`src/rtl/nsrc_pkg.sv`:
```
`timescale 1ns / 1ps
`default_nettype none

package nsrc_pkg;

   // configuration register indexes
   localparam logic [1:0] REG_STEP_FRAC     = 2'd0;
   localparam logic [1:0] REG_CHANNEL_COUNT = 2'd1;
   localparam logic [1:0] REG_SAMPLE_WIDTH  = 2'd2;
   localparam logic [1:0] REG_OUT_FRAMES    = 2'd3;

   localparam int CSR_INDEX_W = 2;
   localparam int CSR_DATA_W  = 24;

   localparam int STEP_W      = 12;
   localparam int FRAC_W      = 8;
   localparam int FRAMES_W    = 24;
   localparam int SAMPLE_W    = 16;

   localparam logic [STEP_W-1:0] STEP_RESET = 12'd256;
   localparam logic [1:0]        CHAN_RESET = 2'd1;

   // sample_width codes
   localparam logic WIDTH_8_UNSIGNED  = 1'b0;
   localparam logic WIDTH_16_SIGNED   = 1'b1;

   // results produced per input word at most
   localparam int MAX_RESULTS = 16;
   localparam int NRES_W      = $clog2(MAX_RESULTS + 1);

   typedef enum logic [1:0] {
      ST_IDLE = 2'b01,
      ST_EVAL = 2'b10
   } state_type;

   typedef struct packed {
      logic signed [SAMPLE_W-1:0] sample;
      logic                       channel;
      logic                       chunk_start;
      logic                       sound_done;
   } result_type;

   function automatic logic [SAMPLE_W-1:0] convert(input logic [SAMPLE_W-1:0] raw,
                                                   input logic width_sel);
      logic [SAMPLE_W-1:0] res;
      if (width_sel == WIDTH_8_UNSIGNED) begin
         res = {~raw[7], raw[6:0], 8'h00};
      end else begin
         res = raw;
      end
      return res;
   endfunction

endpackage

`default_nettype wire

```
`src/rtl/nearest_sample_rate_converter_unit.sv`:
```
`timescale 1ns / 1ps
`default_nettype none

// Nearest-neighbor sample rate converter. Interleaved source samples enter on
// the req channel one word at a time; for each one the block emits the resampled
// signed 16-bit output samples that this word makes available (0 to 16 words on
// the rsp channel, the final one flagged by rsp_run_last). Output frame i reads
// source index floor(sum of step_frac / 256) plus its channel; 8-bit input is
// re-centered and shifted into the upper byte. One shared index/age datapath
// produces one output sample per cycle while the rsp side keeps up; the small
// sequencer goes from idle to eval on each accepted word and back to idle once
// its last held result has gone to the output register. req_ready is high
// only between words; the last result may still wait in the output register.
// Program the csr registers while idle. Production stops after out_frames
// frames; a new sound needs a reset.
module nearest_sample_rate_converter_unit
   import nsrc_pkg::*;
#(
   parameter int CHUNK_SIZE   = 1024,
   parameter int WINDOW_DEPTH = 4,
   parameter int COUNT_WIDTH  = 24
) (
   input  wire                          clock,
   input  wire                          reset,
   input  wire                          req_valid,
   output logic                         req_ready,
   input  wire  [SAMPLE_W-1:0]          req_sample_raw,
   input  wire                          req_last_in,
   output logic                         rsp_valid,
   input  wire                          rsp_ready,
   output logic signed [SAMPLE_W-1:0]   rsp_sample_out,
   output logic                         rsp_channel_index,
   output logic                         rsp_chunk_start,
   output logic                         rsp_run_last,
   output logic                         rsp_sound_done,
   input  wire                          csr_wr_en,
   input  wire  [CSR_INDEX_W-1:0]       csr_index,
   input  wire  [CSR_DATA_W-1:0]        csr_wr_data
);

   localparam int CPW   = $clog2(CHUNK_SIZE);
   localparam int IW    = $clog2(WINDOW_DEPTH);
   localparam int CMP_W = ((COUNT_WIDTH > FRAMES_W) ? COUNT_WIDTH : FRAMES_W) + 1;

   // configuration
   logic [STEP_W-1:0]   step_frac_ff;
   logic [1:0]          channel_count_ff;
   logic                sample_width_ff;
   logic [FRAMES_W-1:0] out_frames_ff;

   // sequencer state
   state_type           state_ff, state_in;
   logic [NRES_W-1:0]   nres_ff, nres_in;
   logic [FRAC_W-1:0]   frac_acc_ff, frac_acc_in;
   logic [COUNT_WIDTH-1:0] src_index_ff, src_index_in;
   logic [COUNT_WIDTH-1:0] frame_cnt_ff, frame_cnt_in;
   logic                chan_cnt_ff, chan_cnt_in;
   logic [COUNT_WIDTH-1:0] input_cnt_ff, input_cnt_in;
   logic [CPW-1:0]      chunk_pos_ff, chunk_pos_in;
   logic                ended_ff, ended_in;
   logic [SAMPLE_W-1:0] window_ff [WINDOW_DEPTH];
   logic [SAMPLE_W-1:0] window_in [WINDOW_DEPTH];

   // result waiting to learn whether it closes the run
   result_type          hold_ff, hold_in;
   logic                hold_vld_ff, hold_vld_in;
   result_type          out_ff, out_in;
   logic                out_last_ff, out_last_in;
   logic                out_vld_ff, out_vld_in;

   // shared index datapath
   logic                two_ch;
   logic                chan;
   logic [COUNT_WIDTH-1:0] newest, need, age;
   logic                not_yet;
   logic [IW-1:0]       age_idx;
   logic [CMP_W-1:0]    frame_ext, frames_ext;
   logic                frame_lt, frame_final;
   logic                can_emit;
   logic                out_free;
   logic [STEP_W:0]     acc_full;
   logic                accept;
   result_type          cur;

   assign accept    = req_valid && req_ready;
   assign req_ready = (state_ff == ST_IDLE);
   assign out_free  = !out_vld_ff || rsp_ready;

   assign two_ch  = channel_count_ff[1];
   assign chan    = two_ch ? chan_cnt_ff : 1'b0;
   assign newest  = input_cnt_ff - COUNT_WIDTH'(1);
   assign need    = src_index_ff + COUNT_WIDTH'(chan);
   assign age     = newest - need;
   assign not_yet = age[COUNT_WIDTH-1];

   always_comb begin
      if (not_yet) begin
         age_idx = '0;
      end else if (age >= COUNT_WIDTH'(WINDOW_DEPTH)) begin
         age_idx = IW'(WINDOW_DEPTH - 1);
      end else begin
         age_idx = age[IW-1:0];
      end
   end

   assign frame_ext   = CMP_W'(frame_cnt_ff);
   assign frames_ext  = CMP_W'(out_frames_ff);
   assign frame_lt    = frame_ext < frames_ext;
   assign frame_final = (frame_ext + CMP_W'(1)) == frames_ext;
   assign can_emit    = (nres_ff != NRES_W'(MAX_RESULTS)) && frame_lt && !(not_yet && !ended_ff);

   assign cur.sample      = convert(window_ff[age_idx], sample_width_ff);
   assign cur.channel     = chan;
   assign cur.chunk_start = (chunk_pos_ff == '0);
   assign cur.sound_done  = frame_final && (!two_ch || chan);

   // full accumulator add, only the integer part moves the source index
   assign acc_full = {{(STEP_W-FRAC_W+1){1'b0}}, frac_acc_ff} + {1'b0, step_frac_ff};

   always_comb begin
      state_in     = state_ff;
      nres_in      = nres_ff;
      frac_acc_in  = frac_acc_ff;
      src_index_in = src_index_ff;
      frame_cnt_in = frame_cnt_ff;
      chan_cnt_in  = chan_cnt_ff;
      input_cnt_in = input_cnt_ff;
      chunk_pos_in = chunk_pos_ff;
      ended_in     = ended_ff;
      window_in    = window_ff;
      hold_in      = hold_ff;
      hold_vld_in  = hold_vld_ff;
      out_in       = out_ff;
      out_last_in  = out_last_ff;
      out_vld_in   = out_vld_ff && !rsp_ready;

      case (state_ff)
         ST_IDLE: begin
            if (accept) begin
               nres_in  = '0;
               state_in = ST_EVAL;
               if (!ended_ff) begin
                  for (int i = 1; i < WINDOW_DEPTH; i++) begin
                     window_in[i] = window_ff[i-1];
                  end
                  window_in[0] = req_sample_raw;
                  input_cnt_in = input_cnt_ff + COUNT_WIDTH'(1);
                  ended_in     = req_last_in;
               end
            end
         end
         ST_EVAL: begin
            if (can_emit) begin
               if (!hold_vld_ff || out_free) begin
                  if (hold_vld_ff) begin
                     out_in      = hold_ff;
                     out_last_in = 1'b0;
                     out_vld_in  = 1'b1;
                  end
                  hold_in     = cur;
                  hold_vld_in = 1'b1;
                  nres_in     = nres_ff + NRES_W'(1);
                  chunk_pos_in = (chunk_pos_ff == CPW'(CHUNK_SIZE - 1)) ? '0
                                 : chunk_pos_ff + CPW'(1);
                  if (two_ch && !chan) begin
                     chan_cnt_in = 1'b1;
                  end else begin
                     chan_cnt_in  = 1'b0;
                     frame_cnt_in = frame_cnt_ff + COUNT_WIDTH'(1);
                     src_index_in = src_index_ff + COUNT_WIDTH'(acc_full[STEP_W:FRAC_W]);
                     frac_acc_in  = acc_full[FRAC_W-1:0];
                  end
               end
            end else if (hold_vld_ff) begin
               if (out_free) begin
                  out_in      = hold_ff;
                  out_last_in = 1'b1;
                  out_vld_in  = 1'b1;
                  hold_vld_in = 1'b0;
                  state_in    = ST_IDLE;
               end
            end else begin
               state_in = ST_IDLE;
            end
         end
         default: begin
            state_in = ST_IDLE;
         end
      endcase
   end

   always_ff @(posedge clock) begin
      if (reset) begin
         step_frac_ff     <= STEP_RESET;
         channel_count_ff <= CHAN_RESET;
         sample_width_ff  <= WIDTH_16_SIGNED;
         out_frames_ff    <= '0;
      end else if (csr_wr_en) begin
         case (csr_index)
            REG_STEP_FRAC:     step_frac_ff     <= csr_wr_data[STEP_W-1:0];
            REG_CHANNEL_COUNT: channel_count_ff <= csr_wr_data[1:0];
            REG_SAMPLE_WIDTH:  sample_width_ff  <= csr_wr_data[0];
            REG_OUT_FRAMES:    out_frames_ff    <= csr_wr_data[FRAMES_W-1:0];
            default: ;
         endcase
      end
   end

   always_ff @(posedge clock) begin
      if (reset) begin
         state_ff     <= ST_IDLE;
         nres_ff      <= '0;
         frac_acc_ff  <= '0;
         src_index_ff <= '0;
         frame_cnt_ff <= '0;
         chan_cnt_ff  <= 1'b0;
         input_cnt_ff <= '0;
         chunk_pos_ff <= '0;
         ended_ff     <= 1'b0;
         hold_vld_ff  <= 1'b0;
         out_vld_ff   <= 1'b0;
         for (int i = 0; i < WINDOW_DEPTH; i++) begin
            window_ff[i] <= '0;
         end
      end else begin
         state_ff     <= state_in;
         nres_ff      <= nres_in;
         frac_acc_ff  <= frac_acc_in;
         src_index_ff <= src_index_in;
         frame_cnt_ff <= frame_cnt_in;
         chan_cnt_ff  <= chan_cnt_in;
         input_cnt_ff <= input_cnt_in;
         chunk_pos_ff <= chunk_pos_in;
         ended_ff     <= ended_in;
         hold_vld_ff  <= hold_vld_in;
         out_vld_ff   <= out_vld_in;
         window_ff    <= window_in;
      end
   end

   always_ff @(posedge clock) begin
      hold_ff     <= hold_in;
      out_ff      <= out_in;
      out_last_ff <= out_last_in;
   end

   assign rsp_valid         = out_vld_ff;
   assign rsp_sample_out    = out_ff.sample;
   assign rsp_channel_index = out_ff.channel;
   assign rsp_chunk_start   = out_ff.chunk_start;
   assign rsp_sound_done    = out_ff.sound_done;
   assign rsp_run_last      = out_last_ff;

endmodule

`default_nettype wire

```
`config.mk`:
```
export PLATFORM = sky130hd
export DESIGN_NAME = nearest_sample_rate_converter_unit
export DESIGN_NICKNAME = d
export VERILOG_FILES = /design/src/rtl/nsrc_pkg.sv /design/src/rtl/nearest_sample_rate_converter_unit.sv
export SDC_FILE = /design/constraint.sdc
export NUM_CORES = 1
export LEC_CHECK = 0
export ABC_CLOCK_PERIOD_IN_PS = 5400
export BUFFER_PORTS_ARGS = -buffer_cell sky130_fd_sc_hd__buf_2
export CAP_MARGIN = 10
export CELL_PAD_IN_SITES_DETAIL_PLACEMENT = 0
export CELL_PAD_IN_SITES_GLOBAL_PLACEMENT = 1
export CORE_MARGIN = 1
export CORE_UTILIZATION = 49
export CTS_BUF_LIST = sky130_fd_sc_hd__clkbuf_2
export DETAILED_ROUTE_END_ITERATION = 12
export PLACE_DENSITY_LB_ADDON = 0.08
export SYNTH_ARGS = -nofsm -noshare
export SYNTH_HDL_FRONTEND = slang
export SYNTH_SLANG_ARGS = --single-unit
```
`constraint.sdc`:
```
create_clock -name clock -period 5.4 [get_ports clock]
set_clock_uncertainty 0.15 [all_clocks]
set_input_delay 0 -clock clock [delete_from_list [all_inputs] [get_ports clock]]
set_output_delay 0 -clock clock [all_outputs]
set_load 0.005 [all_outputs]
```
### Word level (Yosys, flattened, before mapping)

Cells that the tools add are included.

* $add $sub $neg: 10
* magnitude comparators: 3
* reductions and logical operators: 34
* bitwise gates (word level): 4
* muxes and demuxes: 39
* eq/ne operators: 15

Operators with widths (number)
* $mux W19: 5
* $add A24 B1 Y24 const B: 2
* $mux W16: 3
* $bmux W16 S2: 1
* $add A24 B1 Y25 const B: 1
* $eq A25 B24 Y1: 1
* $add A24 B1 Y24: 1
* $add A24 B5 Y24: 1
* $ge A24 B3 Y1 const B: 1
* $lt A24 B24 Y1: 1
* $sub A24 B1 Y24 const B: 1
* $sub A24 B24 Y24: 1
* $mux W1: 18
* $mux W5: 3
* $add A8 B12 Y13: 1
* $mux W2: 6
* $reduce_and A2 Y1: 6
* $add A10 B1 Y10 const B: 1
* $eq A10 B10 Y1 const B: 1
* $logic_not A10 Y1: 1
* $mux W10: 1
* $pmux W5 S2: 1
* $reduce_and A3 Y1: 3
* $ne A2 B2 Y1 const B: 4
* other kinds (17): 40

* input port bits: 48
* register bits after elaboration: 243
* logic and storage cells: 134

### Depth between registers and ports, before layout

* word-level depth: 12
* depth in mapped cells: 20
* mapped depth without buffers: 20

### Worst setup path after synthesis

No wires, ideal clock.

* kind: reg2reg
* start point: register channel_count_ff[1]
* end point: register hold_ff[7] (netlist bit), data pin
* data required time: 4995 ps
* arrival time: 4145 ps
* buffers on the path: 1
* cell stages (with the launch flop): 18
* setup time: 255 ps
* path slack: 850 ps
* path through: dfxtp_1 and2_1 ha_1 inv_1 ha_1 inv_1 fa_1 nand2b_1 a21oi_2 a311o_1 nor2_1 or4_1 or4_4 or3_1 buf_6 mux2_4 o21ai_1 and3b_1

* word-level cells in the longest chain between the ends: 10

RTL lines
* start: declaration: line nearest_sample_rate_converter_unit.sv:47 `logic [1:0] channel_count_ff;`
* start signal: assignment: line nearest_sample_rate_converter_unit.sv:201 `REG_CHANNEL_COUNT: channel_count_ff <= csr_wr_data[1:0];`
* $mux W1 *: line nearest_sample_rate_converter_unit.sv:90 `assign chan = two_ch ? chan_cnt_ff : 1'b0;`
* named net chan: line nearest_sample_rate_converter_unit.sv:73 `logic chan;`
* $add A24 B1 Y24 *: line nearest_sample_rate_converter_unit.sv:92 `assign need = src_index_ff + COUNT_WIDTH'(chan);`
* $sub A24 B24 Y24 *: line nearest_sample_rate_converter_unit.sv:93 `assign age = newest - need;`
* $ge A24 B3 Y1: line nearest_sample_rate_converter_unit.sv:99 `end else if (age >= COUNT_WIDTH'(WINDOW_DEPTH)) begin`
* $mux W2: line nearest_sample_rate_converter_unit.sv:99
* $mux W2 *: line nearest_sample_rate_converter_unit.sv:97 `if (not_yet) begin`
* $not A2 Y3 (not written as such) *: line nearest_sample_rate_converter_unit.sv:112 `assign cur.sample = convert(window_ff[age_idx], sample_width_ff);`
* $bmux W16 S2 *: line nearest_sample_rate_converter_unit.sv:112
* $mux W16 (not written as such) * (2 in a row): line nearest_sample_rate_converter_unit.sv:112
* end signal: assignment: line nearest_sample_rate_converter_unit.sv:242 `hold_ff <= hold_in;`
* end: declaration: line nearest_sample_rate_converter_unit.sv:65 `result_type hold_ff, hold_in;`

The timed path passes the listed nets; every way through them passes the cells marked *. The select of a mux whose other input is x is not followed.
A chain may end at the register's enable or synchronous reset.

### Worst setup path in the final report

Ends and elaborated chain as after synthesis.

==> flow_metrics.py <==
metrics = {
    "sta": {
        "fin_crit_sh_pct": 93.2,
        "maxSlewHeadroom_pct": 25.4,
        "hold_viol_final": 0,
        "fmax_ghz": 0.199,
        "fin_ws_ns": 0.365,
        "worst_slew_pin_slew_ns": 1.12,
        "rsz0062_at_grt": "no",
        "hold_slack_ns": 0.138,
        "fin_crit_ns": 5.03,
        "setup_viol": 0,
        "final.setup.tns_ns": 0,
        "drv_slew": 0,
    },
    "power_and_ir_drop": {
        "combPwrFrac_pct": 14.1,
        "pwr-share-seq_pct": 50.1,
        "p_leak_nw": 6.87,
        "p_sw_share_pct": 29.1,
        "intPower_mw": 2.68,
        "total_power_mw": 3.78,
        "power.density_nw_per_um2": 226,
        "clockPowerShare_pct": 35.9,
        "p_switching_mw": 1.10,
        "peakVddDrop_v": 0.000172,
    },
    "global_route": {
        "grt_pass1_vias": 12182,
        "grt_start_max_net_pins": 116,
        "overflow": 0,
        "grt_pass1_wl_mm": 61.7,
        "grt_usage_pct": 26.5,
        "antenna_found_initial": 1,
    },
    "clock_network": {
        "cts_tree": "built",
        "root_buffer": "clkbuf_2",
        "clockBufferDepth": 3,
        "h-tree-depth": 3,
        "path_clk_slew_ns": 0.10,
        "clk_latency_ns": 0.79,
        "cts_resized": 0,
        "cts_sinks": 242,
        "cts_made_buffers": 68,
    },
    "placed_design": {
        "gp_congestion": 0.918,
        "dpl.cell_count": 2093,
        "port_buffers": 69,
        "pre_cts_ws_ns": 0.380,
        "post-dp-hpwl_mm": 25.6,
        "postPlaceCellArea_um2": 14700,
    },
    "critical_path": {
        "crit_type": "reg -> reg",
        "critPathArrivalTime_ns": 5.44,
        "end_kind": "flop",
        "required_ns": 5.81,
        "worst_path_max_delay_cell": "or3_1",
        "start_kind": "flop",
        "cp_cell_sequence": "and2_1 > ha_1 > inv_1 > ha_1 > inv_1 > fa_1 > nand2b_1 > a21oi_2 > a311o_1 > nor2_1 > or4_1 > or4_4 > or3_1 > mux2_4 > o21ai_1 > and3b_1",
        "crit_fanout": 9,
        "rr_worst_depth": 16,
        "slowest_delay_ns": 0.65,
    },
    "synth": {
        "synth-main-ff-cell": "dfxtp_1",
        "synth.avg_cell_area_um2": 8.19,
        "synth_top_area_share_pct": 29.0,
        "synth-seq-area-share_pct": 37.4,
        "synth_largest_area_cell": "dfxtp_1",
        "syn_inst": 1711,
        "async_flop_share_pct": 0,
        "syn_area_um2": 14000,
        "synth_seq_cells": 242,
        "synth-edff-count": 39,
        "ys_types": 86,
        "synth_warnings": 0,
        "synthesis.nets": 1851,
        "synth_area_leaders": "dfxtp_1 (29%), edfxtp_1 (8.4%), ha_1 (7.9%)",
    },
    "floorplanning": {
        "die_w_um": 171,
        "num_rows": 61,
        "die_area_um2": 29300,
        "fp.dieH_um": 171,
        "io_pins": 70,
        "initial_core_util_pct": 50.2,
        "core-area_um2": 27900,
    },
    "routing": {
        "drt_iter0_drc": 859,
        "num_vias": 12930,
        "wirelength_mm": 38.5,
        "vias_per_cell": 5.49,
        "wl_per_cell_um": 16.3,
        "drc_errors": 0,
        "first_pass_iters": 5,
        "ant_nets": 0,
    },
    "final_layout": {
        "mostFrequentLayoutCell": "nand2_1",
        "drive_gt1_share_pct": 11.7,
        "syn_to_final_growth_pct": 19.3,
        "layout.nets": 2069,
        "seqCellArea_um2": 5240,
        "multiInputGateArea_um2": 7970,
        "finalNonFillerCells": 2356,
        "final_util_pct": 59.9,
        "stdcell_area_um2": 16700,
        "nFillCells": 2600,
        "layout.cells.most_common_list": "nand2_1 (267), dfxtp_1 (203), a21oi_1 (178)",
    },
    "worst_hold_path": {
        "hold_path_depth": 5,
        "hold_path_class": "in -> reg",
    },
    "job": {
        "maxCapViolations": 0,
    },
    "status": {
        "status": "complete, no violations",
    },
}
-- registers in the layout (all words and copies together), names as in the netlist, 12 cells and up --
| register | count |
|---|---|
| frame_cnt_ff | 24 |
| hold_ff | 19 |
| input_cnt_ff | 24 |
| out_frames_ff | 24 |
| rsp_sample_out | 16 |
| src_index_ff | 24 |
| step_frac_ff | 12 |
| window_ff | 64 |
-- cell type report --
type / instances / share of cell area (%)
antenna: 5 / 0.0748
sequential: 242 / 31.3
inverter: 130 / 2.92
tap: 378 / 2.83
timing repair buffer: 233 / 11.6
multi-input combinational: 1254 / 47.6
clock inverter: 13 / 0.613
clock buffer: 101 / 3.02
-- synth_stat cells (5+ instances only) --
cell type	count
a2111oi_0	5
a211oi_1	12
a21o_1	17
a21oi_1	179
a21oi_2	6
a31oi_1	7
a32o_1	5
and2_1	7
and3_1	27
and4_1	8
buf_1	6
buf_2	14
clkbuf_1	60
dfxtp_1	203
edfxtp_1	39
ha_1	89
inv_1	128
mux2i_1	26
nand2_1	268
nand2b_1	7
nand3_1	37
nand3b_1	9
nand4_1	42
nor2_1	111
nor2b_1	13
nor3_1	20
nor4_1	13
o2111ai_1	5
o211ai_1	12
o21a_1	20
o21ai_0	53
o21ai_1	5
o21bai_1	6
o22a_1	5
o22ai_1	7
o31ai_1	17
or3_1	26
or4_1	21
xnor2_1	58
xor2_1	47
-- worst max-delay path, delay by kind of cell, from the launching register on --
family / cells / cell delay, ns
buffers and inverters: 2 / 0.12
adders and majority gates: 3 / 0.80
DFF: 1 / 0.39
muxes: 1 / 0.40
and+or+nand+nor: 7 / 2.29
AOI/OAI and AO/OA: 3 / 0.65
-- power groups by stage --
stage	Clock [mW]	Combinational [mW]	Sequential, mW
floorplan	0	0.314	1.92
global placement	0	0.438	1.93
detailed placement	0	0.441	1.93
CTS	1.41	0.522	1.89
global route	1.50	0.581	1.90
finish	1.35	0.531	1.89
-- layer usage --
metal,GRT usage (%),up-vias,part of all wire [%]
met1,35.2,6043,47
met3,4.26,74,4.6
li1,-,6485,-
met2,43.4,328,46
met4,9.67,0,2.7
met5,0,-,0
-- logic make-up after synthesis --
| logic type | after synthesis | share of synthesized area (%) |
|---|---|---|
| simple gates | 635 | 22.1 |
| compound gates | 392 | 17.3 |
| buf+inv | 215 | 6.10 |
| mux | 30 | 2.20 |
| fa+ha+maj | 92 | 8.37 |
| flops | 242 | 37.4 |
| xor+xnor | 105 | 6.56 |
-- path summary, 6_finish.rpt --
check	start	end	slack, ns
max	channel_count_ff[1]	hold_ff[7]	0.37
max reg2reg	channel_count_ff[1]	hold_ff[7]	0.37
min reg2reg	hold_ff[9]	rsp_sample_out[6]	0.24
min	csr_index[1]	sample_width_ff	0.14
-- repair_timing --
| action | 4_1_cts | 5_1_grt |
|---|---|---|
| hold buffers | 144 | 0 |
| endpoints found under the hold margin | 171 | 0 |
| setup buffers | 0 | 0 |
Power figures use the tool's default switching activity.
